--- config.mk ---
export PLATFORM = sky130hd
export DESIGN_NAME = cslru_addr_split
export DESIGN_NICKNAME = d
export VERILOG_FILES = /design/src/sv/cslru_pkg.sv /design/src/sv/cslru_addr_split.sv
export SDC_FILE = /design/constraint.sdc
export NUM_CORES = 1
export LEC_CHECK = 0
export BUFFER_PORTS_ARGS = -buffer_cell sky130_fd_sc_hd__buf_2
export CELL_PAD_IN_SITES_DETAIL_PLACEMENT = 1
export CELL_PAD_IN_SITES_GLOBAL_PLACEMENT = 1
export CORE_MARGIN = 4
export CORE_UTILIZATION = 42
export DETAILED_ROUTE_END_ITERATION = 10
export PLACE_DENSITY = 0.85
export SETUP_SLACK_MARGIN = 0.15
export SYNTH_ARGS = -nofsm -noshare
export SYNTH_HDL_FRONTEND = slang
export SYNTH_SLANG_ARGS = --single-unit
--- constraint.sdc ---
create_clock -name vclk -period 7.6
set_input_delay 0.38 -clock vclk [all_inputs]
set_output_delay 0.38 -clock vclk [all_outputs]
set_load 0.01 [all_outputs]
--- src/sv/cslru_pkg.sv ---
`default_nettype none
// ----------------------------------------------------------------------------
// cslru_pkg
// Shared sizes, codes and types of the set-associative LRU cache model.
// ----------------------------------------------------------------------------
package cslru_pkg;

    // Store geometry
    localparam int MAX_SET_BITS = 6;
    localparam int MAX_WAYS     = 8;
    localparam int NUM_SETS     = 1 << MAX_SET_BITS;
    localparam int SET_IDX_W    = (MAX_SET_BITS > 0) ? MAX_SET_BITS : 1;
    localparam int WAY_IDX_W    = (MAX_WAYS > 1) ? $clog2(MAX_WAYS) : 1;
    localparam int RANK_W       = WAY_IDX_W;
    localparam logic [RANK_W-1:0] RANK_MAX = RANK_W'(MAX_WAYS - 1);

    // Field widths
    localparam int ADDR_W       = 64;
    localparam int TAG_W        = 64;
    localparam int SHAMT_W      = 7;
    localparam int KIND_W       = 2;
    localparam int OUTCOME_W    = 2;
    localparam int COUNT_W      = 32;
    localparam int SET_BITS_W   = 3;
    localparam int BLOCK_BITS_W = 6;
    localparam int WAYS_W       = 4;
    localparam int CFG_IDX_W    = 2;
    localparam int CFG_DATA_W   = 6;

    // Configuration register indexes
    localparam logic [CFG_IDX_W-1:0] CFG_SET_BITS   = 2'd0;
    localparam logic [CFG_IDX_W-1:0] CFG_BLOCK_BITS = 2'd1;
    localparam logic [CFG_IDX_W-1:0] CFG_WAYS       = 2'd2;

    typedef enum logic [KIND_W-1:0] {
        KIND_LOAD,
        KIND_STORE,
        KIND_MODIFY,
        KIND_IGNORE
    } t_kind;

    typedef enum logic [OUTCOME_W-1:0] {
        OUT_HIT,
        OUT_MISS,
        OUT_EVICT,
        OUT_IGNORED
    } t_outcome;

    // One way of a set
    typedef struct packed {
        logic              vld;
        logic [TAG_W-1:0]  tag;
        logic [RANK_W-1:0] rank;
    } t_way;

    // One set: all its ways side by side
    typedef t_way [MAX_WAYS-1:0] t_row;

    // Lookup verdict handed from the way logic to the top level
    typedef struct packed {
        t_outcome outcome;
        logic     second_hit;
        logic     wr_en;
    } t_lookup;

endpackage

`default_nettype wire

--- src/sv/cslru_addr_split.sv ---
`default_nettype none
// ----------------------------------------------------------------------------
// cslru_addr_split
// Splits a byte address into set index and tag under the current geometry.
// ----------------------------------------------------------------------------
module cslru_addr_split (
    input  wire logic [cslru_pkg::ADDR_W-1:0]       i_address,
    input  wire logic [cslru_pkg::SET_BITS_W-1:0]   i_set_bits,
    input  wire logic [cslru_pkg::BLOCK_BITS_W-1:0] i_block_bits,
    output logic      [cslru_pkg::SET_IDX_W-1:0]    o_set,
    output logic      [cslru_pkg::TAG_W-1:0]        o_tag
);
    import cslru_pkg::*;

    logic [SHAMT_W-1:0]   sb;
    logic [SHAMT_W-1:0]   bb;
    logic [SHAMT_W-1:0]   bb_lim;
    logic [SHAMT_W-1:0]   shamt;
    logic [ADDR_W-1:0]    off;
    logic [SET_IDX_W-1:0] set_mask;

    // Clamp set bits, then clamp block bits so both fit in the address
    always_comb begin
        sb     = (int'(i_set_bits) > MAX_SET_BITS) ? SHAMT_W'(MAX_SET_BITS)
                                                   : SHAMT_W'(i_set_bits);
        bb_lim = SHAMT_W'(ADDR_W) - sb;
        bb     = (SHAMT_W'(i_block_bits) > bb_lim) ? bb_lim : SHAMT_W'(i_block_bits);
        shamt  = sb + bb;
    end

    // Shifts of the full width or more give zero
    assign off   = i_address >> bb;
    assign o_tag = i_address >> shamt;

    // Keep only the low set bits of the shifted address
    always_comb begin
        for (int i = 0; i < SET_IDX_W; i++) begin
            set_mask[i] = (i < int'(sb));
        end
    end

    assign o_set = off[SET_IDX_W-1:0] & set_mask;

endmodule

`default_nettype wire

==> impl_metrics.yaml <==
finish:
  drive_above_1_share: 0.257
  mostFrequentLayoutCell: "sky130_fd_sc_hd__mux2i_1"
  post-route-cell-area_um2: 7660
  design.final.nets: 1062
  most-common-layout-cells: "sky130_fd_sc_hd__mux2i_1, sky130_fd_sc_hd__buf_2, sky130_fd_sc_hd__nand2_1"
  areaGrowthSynthToFinish_pct: 12.5
  area_of_the_multi_input_gates_um2: 6440
  layout.clock_buffers: 0
  seq_area_um2: 0
  layout_fillers: 2049
  antenna_cells: 0
  seq_cell_count: 0
critical_path:
  crit_path_start_kind: "primary input"
  worstSetupEndpointType: "output pin"
  cp.required_ns: 7.22
  crit_path_max_fanout: 51
  crit_path_category: "primary input to output pin"
  crit_arrival_ns: 5.88
global_route:
  vias_in_the_first_global_route: 8109
  track_usage: 0.310
  grt_pass1_wl_um: 46200
  met3_usage: 0.0301
  grt.met1_usage: 0.415
  gr-usage-met2: 0.514
  grt_overflow_total: 0
  antenna_found_initial: 0
  grt_max_degree: 68
  top_usage_layer: "met2"
sta:
  max_clock_freq_mhz: 160
  layout_worst_path_cycle_share: 0.823
  final-hold-violation-count: 0
  final_max_slew_viol_count: 0
  fin_hold_ws_ns: 1.25
  post-route-worst-setup-slack_ns: 1.34
  finalCriticalPeriod_ns: 6.26
  worst_slew_margin_rel: 0.279
  final.setup.tns_ns: 0
  setup_repair_after_global_routing_missed_its_margin: "false"
  worstMarginPinSlew_ns: 1.08
  total_of_endpoints_with_negative_setup_slack_in_the_final_report: 0
place:
  post-place-ws_ns: 1.40
  area_post_placement_um2: 7660
  finalWeightedCongestion: 1.02
  place.port_buffers: 143
  detailed_place_hpwl_um: 23100
synth:
  synthCells: 909
  yosys.area.top_type_share: 0.294
  synth-seq-area-share: 0
  number_of_library_cell_types_mapped_by_synthesis: 55
  synthesis.area_um2: 6810
  yosysWarningCount: 0
  mappedNetlistNets: 993
  postSynthAreaPerCell_um2: 7.49
  synth_area_leader_cell: "sky130_fd_sc_hd__mux2i_1"
  yosys-top-cells-area: "sky130_fd_sc_hd__mux2i_1, sky130_fd_sc_hd__mux4_2, sky130_fd_sc_hd__nand2_1, sky130_fd_sc_hd__a21oi_1, sky130_fd_sc_hd__nand3_1"
drt:
  wl_per_cell_um: 24.9
  ant_nets: 0
  dr.pass1.iters: 6
  dr_iter_0_viols: 785
  vias_per_cell: 6.82
  drc_errors_left: 0
  wirelength_um: 29700
  via_count: 8130
power_and_ir_drop:
  ir_worst_vdd_v: 0.0000993
  power_density_nw_per_um2: 204
  total_leakage_power_nw: 3.45
run_status:
  run_status: "finished clean"
die:
  die_h_um: 135
  fp.dieW_um: 135
  row_count: 46
  starting_utilization_of_the_core_area: 0.429
  die-area_um2: 18300
  boundaryPins: 143
  core_area_um2: 15900
run:
  maxCapViolations: 0
cts:
  cts_post_setup_buffers_inserted: 0
  hold_buffers: 0
  cts-resized-gates: 0
hold_path:
  worst_hold_path_type: "primary input to output pin"
area by class of cell:
cell class	instances	area share
multi-input cells	801	0.841
inverters	13	0.00637
repair buffers	162	0.117
well taps	216	0.0353
Yosys cell counts, types with 12 or more instances:
master and number:
sky130_fd_sc_hd__mux4_2 55, sky130_fd_sc_hd__o21ai_0 16, sky130_fd_sc_hd__mux2_2 12, sky130_fd_sc_hd__nor3_1 16, sky130_fd_sc_hd__nand3_1 49, sky130_fd_sc_hd__mux2i_1 200
sky130_fd_sc_hd__a21oi_1 66, sky130_fd_sc_hd__buf_2 37, sky130_fd_sc_hd__nand2_1 132, sky130_fd_sc_hd__nor2_1 62, sky130_fd_sc_hd__a211oi_1 32, sky130_fd_sc_hd__buf_1 12
sky130_fd_sc_hd__nor2b_1 19, sky130_fd_sc_hd__o22ai_1 35, sky130_fd_sc_hd__clkbuf_1 41
layer usage:
| metal | vias up | part of all wire |
|---|---|---|
| met3 | 98 | 0.087 |
| met5 | - | 0 |
| li1 | 3627 | - |
| met1 | 3904 | 0.41 |
| met4 | 0 | 0.044 |
| met2 | 501 | 0.46 |
per-stage QoR:
stage / power, W / cells / util
after floorplan: 0.00105 / 909 / -
after global placement: 0.00148 / 1192 / 0.482
after detailed placement: 0.00152 / 1192 / 0.482
after CTS: 0.00153 / 1192 / 0.482
after global routing: 0.00166 / 1192 / 0.482
final: 0.00156 / 1192 / 0.482
cells by family (layout without fill, tap and decap cells):
logic type,count (synthesis),count (layout),synth area share
buffers and inverters,108,175,0.0696
multiplexers,269,269,0.501
adder cells (fa/ha/maj),11,11,0.0213
AO/OA/AOI/OAI,204,204,0.194
AND/OR/NAND/NOR,312,312,0.208
XOR/XNOR,5,5,0.00643
where the power goes:
| group | total [W] | switching (W) | internal [W] | leakage, nW |
|---|---|---|---|---|
| logic | 0.00156 | 0.000944 | 0.000616 | 3.45 |
| clock network | 0 | 0 | 0 | 0 |
| registers | 0 | 0 | 0 | 0 |
final timing paths:
check	start	end	slack (ns)	cells after the start
min	i_set_bits[2]	o_set[4]	1.25	4
max	i_set_bits[1]	o_tag[0]	1.34	21
worst max-delay path, cell delays in order:
cell                      delay, ns
sky130_fd_sc_hd__buf_2         0.15
sky130_fd_sc_hd__or2_2         0.33
sky130_fd_sc_hd__inv_1         0.10
sky130_fd_sc_hd__ha_1          0.30
sky130_fd_sc_hd__inv_1         0.09
sky130_fd_sc_hd__ha_1          0.25
sky130_fd_sc_hd__a21oi_1       0.25
sky130_fd_sc_hd__a21oi_2       0.13
sky130_fd_sc_hd__o21ai_4       0.44
sky130_fd_sc_hd__mux2i_4       0.13
sky130_fd_sc_hd__inv_2         0.13
sky130_fd_sc_hd__ha_4          0.14
sky130_fd_sc_hd__inv_1         0.06
sky130_fd_sc_hd__fa_2          0.79
sky130_fd_sc_hd__buf_4         0.55
sky130_fd_sc_hd__mux4_2        0.45
sky130_fd_sc_hd__mux2i_1       0.39
sky130_fd_sc_hd__mux2i_1       0.27
sky130_fd_sc_hd__a21oi_1       0.25
sky130_fd_sc_hd__o22ai_1       0.12
sky130_fd_sc_hd__buf_2         0.16
(Power assumes the default switching activity.)
