$ cat config.mk
export PLATFORM = sky130hd
export DESIGN_NAME = cslru_way_logic
export DESIGN_NICKNAME = d
export VERILOG_FILES = /design/src/sv/cslru_pkg.sv /design/src/sv/cslru_way_logic.sv
export SDC_FILE = /design/constraint.sdc
export NUM_CORES = 1
export LEC_CHECK = 0
export ABC_CLOCK_PERIOD_IN_PS = 35200
export BUFFER_PORTS_ARGS = -buffer_cell sky130_fd_sc_hd__buf_2
export CAP_MARGIN = 10
export CORE_AREA = 5 5 449 451
export DETAILED_ROUTE_END_ITERATION = 12
export DIE_AREA = 0 0 454 456
export MAX_ROUTING_LAYER = met4
export SYNTH_ARGS = -nofsm -noshare
export SYNTH_HDL_FRONTEND = slang
export SYNTH_SLANG_ARGS = --single-unit
$ cat constraint.sdc
create_clock -name vclk -period 35.2
set_clock_uncertainty 0.05 [all_clocks]
set_input_delay 1.76 -clock vclk [all_inputs]
set_output_delay 1.76 -clock vclk [all_outputs]
set_load 0.005 [all_outputs]
$ cat src/sv/cslru_pkg.sv
`default_nettype none
// ----------------------------------------------------------------------------
// cslru_pkg
// Shared sizes, codes and types of the set-associative LRU cache model.
// ----------------------------------------------------------------------------
package cslru_pkg;

    // Store geometry
    localparam int MAX_SET_BITS = 6;
    localparam int MAX_WAYS     = 8;
    localparam int NUM_SETS     = 1 << MAX_SET_BITS;
    localparam int SET_IDX_W    = (MAX_SET_BITS > 0) ? MAX_SET_BITS : 1;
    localparam int WAY_IDX_W    = (MAX_WAYS > 1) ? $clog2(MAX_WAYS) : 1;
    localparam int RANK_W       = WAY_IDX_W;
    localparam logic [RANK_W-1:0] RANK_MAX = RANK_W'(MAX_WAYS - 1);

    // Field widths
    localparam int ADDR_W       = 64;
    localparam int TAG_W        = 64;
    localparam int SHAMT_W      = 7;
    localparam int KIND_W       = 2;
    localparam int OUTCOME_W    = 2;
    localparam int COUNT_W      = 32;
    localparam int SET_BITS_W   = 3;
    localparam int BLOCK_BITS_W = 6;
    localparam int WAYS_W       = 4;
    localparam int CFG_IDX_W    = 2;
    localparam int CFG_DATA_W   = 6;

    // Configuration register indexes
    localparam logic [CFG_IDX_W-1:0] CFG_SET_BITS   = 2'd0;
    localparam logic [CFG_IDX_W-1:0] CFG_BLOCK_BITS = 2'd1;
    localparam logic [CFG_IDX_W-1:0] CFG_WAYS       = 2'd2;

    typedef enum logic [KIND_W-1:0] {
        KIND_LOAD,
        KIND_STORE,
        KIND_MODIFY,
        KIND_IGNORE
    } t_kind;

    typedef enum logic [OUTCOME_W-1:0] {
        OUT_HIT,
        OUT_MISS,
        OUT_EVICT,
        OUT_IGNORED
    } t_outcome;

    // One way of a set
    typedef struct packed {
        logic              vld;
        logic [TAG_W-1:0]  tag;
        logic [RANK_W-1:0] rank;
    } t_way;

    // One set: all its ways side by side
    typedef t_way [MAX_WAYS-1:0] t_row;

    // Lookup verdict handed from the way logic to the top level
    typedef struct packed {
        t_outcome outcome;
        logic     second_hit;
        logic     wr_en;
    } t_lookup;

endpackage

`default_nettype wire

$ cat src/sv/cslru_way_logic.sv
`default_nettype none
// ----------------------------------------------------------------------------
// cslru_way_logic
// Parallel tag compare over one set, LRU victim choice and rank update.
// ----------------------------------------------------------------------------
module cslru_way_logic (
    input  wire cslru_pkg::t_row                  i_row,
    input  wire logic [cslru_pkg::TAG_W-1:0]      i_tag,
    input  wire logic [cslru_pkg::WAYS_W-1:0]     i_ways,
    input  wire cslru_pkg::t_kind                 i_kind,
    output cslru_pkg::t_row                       o_row,
    output cslru_pkg::t_lookup                    o_res
);
    import cslru_pkg::*;

    logic [MAX_WAYS-1:0]  in_use;
    logic [MAX_WAYS-1:0]  match;
    logic [MAX_WAYS-1:0]  free;
    logic                 any_hit;
    logic                 any_free;
    logic [WAY_IDX_W-1:0] hit_w;
    logic [WAY_IDX_W-1:0] free_w;
    logic [WAY_IDX_W-1:0] vic_w;
    logic [WAY_IDX_W-1:0] tgt_w;
    logic [RANK_W-1:0]    lim;
    logic                 age_all;
    logic                 active;

    assign active = (i_kind != KIND_IGNORE);

    // Per-way status; way 0 is always in use
    always_comb begin
        for (int w = 0; w < MAX_WAYS; w++) begin
            in_use[w] = (w == 0) || (w < int'(i_ways));
            match[w]  = in_use[w] && i_row[w].vld && (i_row[w].tag == i_tag);
            free[w]   = in_use[w] && !i_row[w].vld;
        end
    end

    // Lowest matching way and lowest free way
    always_comb begin
        any_hit  = 1'b0;
        any_free = 1'b0;
        hit_w    = '0;
        free_w   = '0;
        for (int w = MAX_WAYS - 1; w >= 0; w--) begin
            if (match[w]) begin
                any_hit = 1'b1;
                hit_w   = WAY_IDX_W'(w);
            end
            if (free[w]) begin
                any_free = 1'b1;
                free_w   = WAY_IDX_W'(w);
            end
        end
    end

    // Oldest way in use; ties go to the lowest index
    always_comb begin
        vic_w = '0;
        for (int w = 1; w < MAX_WAYS; w++) begin
            if (in_use[w] && (i_row[w].rank > i_row[vic_w].rank)) begin
                vic_w = WAY_IDX_W'(w);
            end
        end
    end

    // Pick the way to touch and the aging rule
    always_comb begin
        priority if (any_hit) begin
            tgt_w   = hit_w;
            lim     = i_row[hit_w].rank;
            age_all = 1'b0;
        end else if (any_free) begin
            tgt_w   = free_w;
            lim     = '0;
            age_all = 1'b1;
        end else begin
            tgt_w   = vic_w;
            lim     = i_row[vic_w].rank;
            age_all = 1'b0;
        end
    end

    // New row: touched way is newest; younger ways age, all on a fill
    always_comb begin
        o_row = i_row;
        for (int w = 0; w < MAX_WAYS; w++) begin
            if (WAY_IDX_W'(w) == tgt_w) begin
                o_row[w].vld  = 1'b1;
                o_row[w].tag  = i_tag;
                o_row[w].rank = '0;
            end else if (in_use[w] && i_row[w].vld && (age_all || (i_row[w].rank < lim))
                         && (i_row[w].rank < RANK_MAX)) begin
                o_row[w].rank = i_row[w].rank + RANK_W'(1);
            end
        end
    end

    // Verdict; a modify's second access always hits the line just touched
    always_comb begin
        o_res.wr_en      = active;
        o_res.second_hit = (i_kind == KIND_MODIFY);
        priority if (!active) begin
            o_res.outcome = OUT_IGNORED;
        end else if (any_hit) begin
            o_res.outcome = OUT_HIT;
        end else if (any_free) begin
            o_res.outcome = OUT_MISS;
        end else begin
            o_res.outcome = OUT_EVICT;
        end
    end

endmodule

`default_nettype wire

==> results by stage, run 1 <==
Power:
- The internal power contribution is 226 µW.
- In this run the power spent charging and discharging nets is 461 µW.
- The total leakage power is 10.3 nW.
- The proportion of total power due to net switching is 67.1%.
- VDD sags by at most about 0.000014 V.
- The fraction of power consumed by sequential logic is 0%.
- The power per unit of standard cell area is 26.2 nW/µm².
- The combinational cell fraction of total power is 100.0%.
- The fraction of power consumed by the clock network is 0%.

Floorplan:
- The boundary pin count is 1162.
- The area of the core is 197000 µm².
- The area enclosed by the die boundary is around 210000 µm².
- The floorplan has roughly 160 rows.
- The overall die height is 456 µm.
- For this configuration, the core starts out at a cell density of 8.55%.
- The floorplan step set the die width to around 450 µm.

Detailed routing:
- After detailed routing, the number of remaining DRC violations is 0.
- The vias per cell is 4.51.
- The routed wirelength normalized by instance count is 47.5 µm.
- Wires add up to 285000 µm.
- For this block, the initial DRC count from the detailed router was 3734.
- The via total after detailed routing is 27076.
- The detail route stage leaves a number of antenna-violating nets equal to 0.
- The number of detailed-route iterations in the first pass is 5.

Logic synthesis:
- Each instance of the synthesized netlist takes up on average 7.66 µm².
- The sequential element share of the synthesized area is 0%.
- The cell type with the highest aggregate area in the netlist is mux2_2.
- The number of unique standard cell types used by synthesis is 90.
- The cell count after synthesis came out at 2198.
- In the post-synthesis netlist, the biggest area contributors are mux2_2 32%, xnor2_1 20%, nand4_1 6.5%, xor2_1 5.9%, clkbuf_1 4.3%.
- The mapped cell area is 16800 µm².
- During synthesis, Yosys emitted a total of 0 warnings.
- In this run the biggest area consumer among cell types represents 32.3% of the synthesized area.
- The synthesized net count is 2841.

Timing:
- The post-route minimum period is approximately 20 ns.
- Setup repair after global routing left no endpoint under its margin.
- After routing, the total negative slack on setup checks comes to 0 ns.
- The number of hold-slack violations in the final timing report is 0.
- The max-slew violation total from the final report is 0.
- The peak clock frequency supported by timing is 51.1 MHz.
- The post-route fraction of the period consumed by the critical path is 55.6%.
- The tightest slew margin relative to the limit is 14.1%.
- Setup violations remaining at the end of the flow were counted as 0.
- For the pin with the worst max-slew slack, the measured transition is 1.29 ns.

Cells and area:
- The area of combinational cells with multiple inputs is between 15000 and 20000 µm².
- Counting the clock-network buffers in the layout gives 0.
- The final layout net count is 3882.
- The design has 0 sequential cells.
- The layout-stage area growth over the synthesis result is 55.6%.
- The fraction of layout instances using a drive strength above 1 is 54.8%.
- The layout has 23020 filler cells.
- Measured on the finished design, the core utilization comes to a little over an eighth.
- Summing all flip-flop and latch instances after layout gives 0 µm².

GRT:
- The first global-routing pass estimated 339000 µm of wire.
- The number of global-route vias before repair is 25680.
- The total overflow left after global routing is 0.
- The total routing resource utilization after global routing is 26.6%.
- Entering global routing, the biggest net connects 73 pins.
- The initial antenna violation count is 155.

Clock tree:
- In this run the post-CTS setup repair buffer count came out at 0.
- The quantity of gates resized following cts is 0.
- The hold buffer count at cts is 0.

Critical path:
- The slowest stage of the critical path belongs to the cell o21ai_0.
- The maximum fanout count along the critical path is 49.
- The startpoint type of the worst setup path is a primary input.
- In this run the worst setup path begins at i_row[1].
- The largest single stage delay on the critical path is 0.80 ns.
- The critical setup path kind is in2out.
- At the worst endpoint, the required time is ~33 ns.
- The endpoint class of the critical path is a primary output.
- The library cell appearing most often on the critical path is a21oi_1.
- Data on the critical path arrives at its endpoint at 17.76 ns.

Placed design:
- The count of input and output buffers is 1162.
- At the end of routability-driven placement, the weighted congestion stood at around 1.1.
- After legalization and detailed placement, the total HPWL measured 247000 µm.

Run:
- The reported max-cap violation count is 0.

Run status:
- The flow ran to the end, and the final reports show no timing, DRC or antenna violations.

Hold path:
- The path class of the tightest hold or removal check is in2out.
- The hold path startpoint is i_row[114].
## metal layers
metal | up-vias | track usage, % | part of all wire, %
met3 | 640 | 8.37 | 10
met2 | 2512 | 40.7 | 44
li1 | 10283 | - | -
met4 | 0 | 14.1 | 6.8
met1 | 13641 | 31.1 | 39
met5 | - | - | 0
## final cells by class
| cell class | instances | area share (%) |
|---|---|---|
| multi-input cells | 1951 | 60.9 |
| repair buffers | 1253 | 24.9 |
| well taps | 2640 | 12.6 |
| diodes | 121 | 1.16 |
| inverters | 33 | 0.473 |
## final timing paths
kind	endpoint	slack, ns	depth (start not counted)
hold / removal	o_row[114]	3.80	3
setup / recovery	o_row[25]	15.63	59
## synthesized netlist by cell type, drive strengths merged (17+ instances only)
cell type  number
nand4         176
clkbuf        193
buf            21
nand2b         32
mux2          484
nor2           58
nand2         134
o21a           17
o21ai          77
nor3           23
nor4           81
ha             29
a211oi         22
nor2b          28
a21oi          58
nand3          36
inv            33
xnor2         386
xor2          114
## cell usage in the layout (no fill, tap or decap), types with 29 or more instances in the layout
master,Yosys,layout
xor2_1,114,114
a21oi_1,57,57
nand4_1,176,176
nand2_1,134,132
mux2_2,482,482
ha_1,29,29
nand3_1,36,34
nor4_1,78,77
nor2_1,56,56
diode_2,0,121
inv_1,31,31
xnor2_1,386,386
buf_2,9,1161
o21ai_0,65,63
nand2b_1,32,32
buf_4,5,91
## worst max-delay path: cells and delay by family
family | cells | cell delay, ns
AOI/OAI and AO/OA | 33 | 8.64
adders and majority gates | 7 | 2.02
buffers and inverters | 4 | 1.20
muxes | 2 | 0.92
and+or+nand+nor | 13 | 3.03
## power by group through the flow
stage	Combinational, mW	Sequential [mW]	Clock [mW]
floorplan	0.312	0	0
global placement	0.677	0	0
detailed placement	0.667	0	0
CTS	0.670	0	0
global route	0.711	0	0.000000249
finish	0.687	0	0.0000000299
## per-stage QoR
stage | hold slack [ns] | worst slack [ns] | cell area, µm² | total power [mW] | instances
after floorplan | 3.50 | 19.53 | 16800 | 0.312 | 2198
after global placement | 3.80 | 15.73 | 25900 | 0.677 | 5877
after detailed placement | 3.80 | 16.04 | 25900 | 0.667 | 5877
after CTS | 3.80 | 16.02 | 25900 | 0.670 | 5877
after global routing | 3.82 | 14.67 | 26100 | 0.711 | 5974
final | 3.80 | 15.63 | 26200 | 0.687 | 5998
## cells by family (layout without fill, tap and decap cells)
kind of cell	Yosys count	in the layout	synth area share [%]
other cells	0	121	0
buf+inv	247	1286	5.70
compound gates	274	274	10.8
simple gates	644	644	21.7
fa+ha+maj	37	37	2.65
xor+xnor	500	500	26.0
mux	496	496	33.1
(Power assumes the default switching activity.)
==> inputs of run 2 (changes only) <==
Settings changed: ABC_CLOCK_PERIOD_IN_PS 35200 to 18000.
Clock period 35.2 ns to 18 ns, I/O delays scaled along.
==> run 2 against run 1 <==
Worst setup slack got worse by 14 ns. Die area did not move. Combinational power rose by 99%. Critical path depth rose by 4. Final cell count rose by 0.35%. Highest routed layer unchanged.
==> results by stage, run 2 (synthesis gave the netlist of run 1 again) <==
Run status:
- The flow ran to the end, and the final reports show no timing, DRC or antenna violations.

Power:
- The worst IR drop on VDD is 0.0000385 V.
- The proportion of total power due to net switching is about two thirds.
- The clock network accounts for 0% of the total power.
- The fraction of power consumed by sequential logic is 0%.
- The total leakage power is ~11 nW.
- The internal power contribution is 458 µW.
- The combinational cell fraction of total power is 100.0%.
- The power per unit of standard cell area is 51.8 nW/µm².
- In this run the power spent charging and discharging nets is roughly 920 µW.

Timing:
- The max-slew violation total from the final report was 0.
- The number of hold-slack violations in the final timing report is 0.
- Setup violations remaining at the end of the flow were counted as 0.
- The post-route fraction of the period consumed by the critical path is 93.2%.
- In the post-route analysis, the smallest setup slack over all paths is 1.22 ns.
- The final total negative setup slack is 0 ns.
- The final worst hold slack is around 2.1 ns.
- Setup repair after global routing left no endpoint under its margin.
- The actual slew at the worst max-slew pin is 1.35 ns.
- The peak clock frequency supported by timing is 59.6 MHz.
- The tightest slew margin relative to the limit is 9.05%.
- The routed design could run at a clock period as short as 16.78 ns.

Placed design:
- The number of placed cells counting well taps is 5900.
- The final RePlAce weighted congestion is 1.07.
- The pre-CTS worst setup slack is 0.367 ns.
- After legalization and detailed placement, the total HPWL measured 248000 µm.
- The count of input and output buffers is 1162.
- Summing all placed instances gives a cell area of 26200 µm².

Floorplan:
- The number of rows created at floorplan is 163.
- The boundary pin count is 1162.
- The initial utilization of the core area, before any placement, comes to 8.55%.
- The die is 456 µm tall.
- The area enclosed by the die boundary is 207000 µm².
- The die is between 400 and 500 µm wide.
- The core region is 197000 µm².

Cells and area:
- The layout-stage area growth over the synthesis result is 57.5%.
- The library cell used most frequently in the layout, excluding fill and tap cells, is buf_2.
- Summing all multi-input logic gate instances after layout gives 15900 µm².
- Across the whole layout, storage elements account for 0 µm².
- The final layout net count is 3908.
- The cell area after layout is 26500 µm².
- The clock tree buffer count of the final layout is 0.
- The sequential cell count is 0.
- The fraction of layout instances using a drive strength above 1 is between 50 and 60%.
- Leaving out fill and tap cells, the most frequent cells in the layout are 1162 x buf_2, 482 x mux2_2, 386 x xnor2_1.
- After filler insertion, the fill cell instance count of the layout stands at 22962.
- The non-filler instance count after layout is 6019.

GRT:
- The initial antenna violation count is 147.
- Entering global routing, the biggest net connects 73 pins.
- In the global route stage, overall resource usage came out at 26.6%.
- The number of global-route vias before repair is 25866.
- The first global-routing pass estimated between 300000 and 400000 µm of wire.
- The sum of overflow across all layers after global routing is 0.

Critical path:
- In this design, the stage delay of the slowest critical-path cell is 0.68 ns.
- The most numerous cell type found on the critical path is a21oi_1.
- The cell with the largest stage delay on the worst path is a211oi_1.
- Data arrives at the worst endpoint at 15.83 ns.
- Of all nets on the critical path, the largest fanout is 13.
- The critical setup path kind is in2out.
- The worst setup path is launched from a primary input.
- STA classifies the critical path endpoint as a primary output.
- The endpoint required time on the critical path is 17.05 ns.

Hold path:
- The hold path startpoint is i_row[208].
- The path class of the tightest hold or removal check is in2out.
- The worst hold path was traced through 4 stages.
- The worst hold path terminates at o_row[208].

Clock tree:
- The hold buffer count at cts is 0.

Run:
- The reported max-cap violation count is 0.

Detailed routing:
- For this block, the initial DRC count from the detailed router was between 3000 and 4000.
- In this run the remaining antenna-violating nets after routing total 0.
- The routed wirelength normalized by instance count is 47.2 µm.
- The vias per cell is 4.49.
- The final wirelength is 284000 µm.
- After detailed routing, the number of remaining DRC violations is 0.
- The number of detailed-route iterations in the first pass is 6.
- For this block, the via count after detailed routing is 27046.
run 2: cell types whose count changed in the layout (fill, tap and decap cells not counted), sizes merged:
| cell | before | now |
|---|---|---|
| buf | 1253 | 1279 |
| diode | 121 | 116 |
run 2: power by group through the flow:
stage	clock network [mW]	logic, mW	registers [mW]
after detailed placement	0	1.32	0
after CTS	0	1.33	0
after global routing	0.000000635	1.41	0
after floorplan	0	0.611	0
after global placement	0	1.34	0
final	0.000000517	1.37	0
run 2: cell type report:
type               instances  area share, %
diodes                   116           1.10
multi-input cells       1951           60.2
well taps               2640           12.5
inverters                 33          0.468
repair buffers          1279           25.8
run 2: worst max-delay path by stage:
stage / from / endpoint / slack (ns)
6_report: i_row[1] / o_row[69] / 1.22
5_1_grt: i_row[1] / o_row[69] / 0.20
4_1_cts: i_row[1] / o_row[82] / 0.32
3_5_place_dp: i_row[1] / o_row[82] / 0.37
3_3_place_gp: i_row[1] / o_row[82] / 0.25
2_1_floorplan: i_row[2] / o_row[1] / 4.05
run 2: critical path: cells and delay by family:
family | cells | cell delay [ns]
fa+ha+maj | 7 | 2.03
buf+inv | 4 | 0.78
mux | 1 | 0.42
simple gates | 15 | 3.18
compound gates | 36 | 8.51
run 2: metal layers:
layer / routed length [µm] / global-route usage (%)
met5: 0 / -
met4: 20900 / 14.7
met3: 29800 / 8.70
met2: 124000 / 40.4
met1: 109000 / 30.8
run 2: what timing repair did:
action	CTS	global route
endpoints found under the setup margin	0	544
resized for setup	0	3
buffers inserted	0	2
run 2: through the flow:
| stage | total power, mW | utilization (%) |
|---|---|---|
| 6_report | 1.37 | 13.5 |
| 5_1_grt | 1.41 | 13.4 |
| 4_1_cts | 1.33 | 13.3 |
| 3_5_place_dp | 1.32 | 13.3 |
| 3_3_place_gp | 1.34 | 13.3 |
| 2_1_floorplan | 0.611 | - |
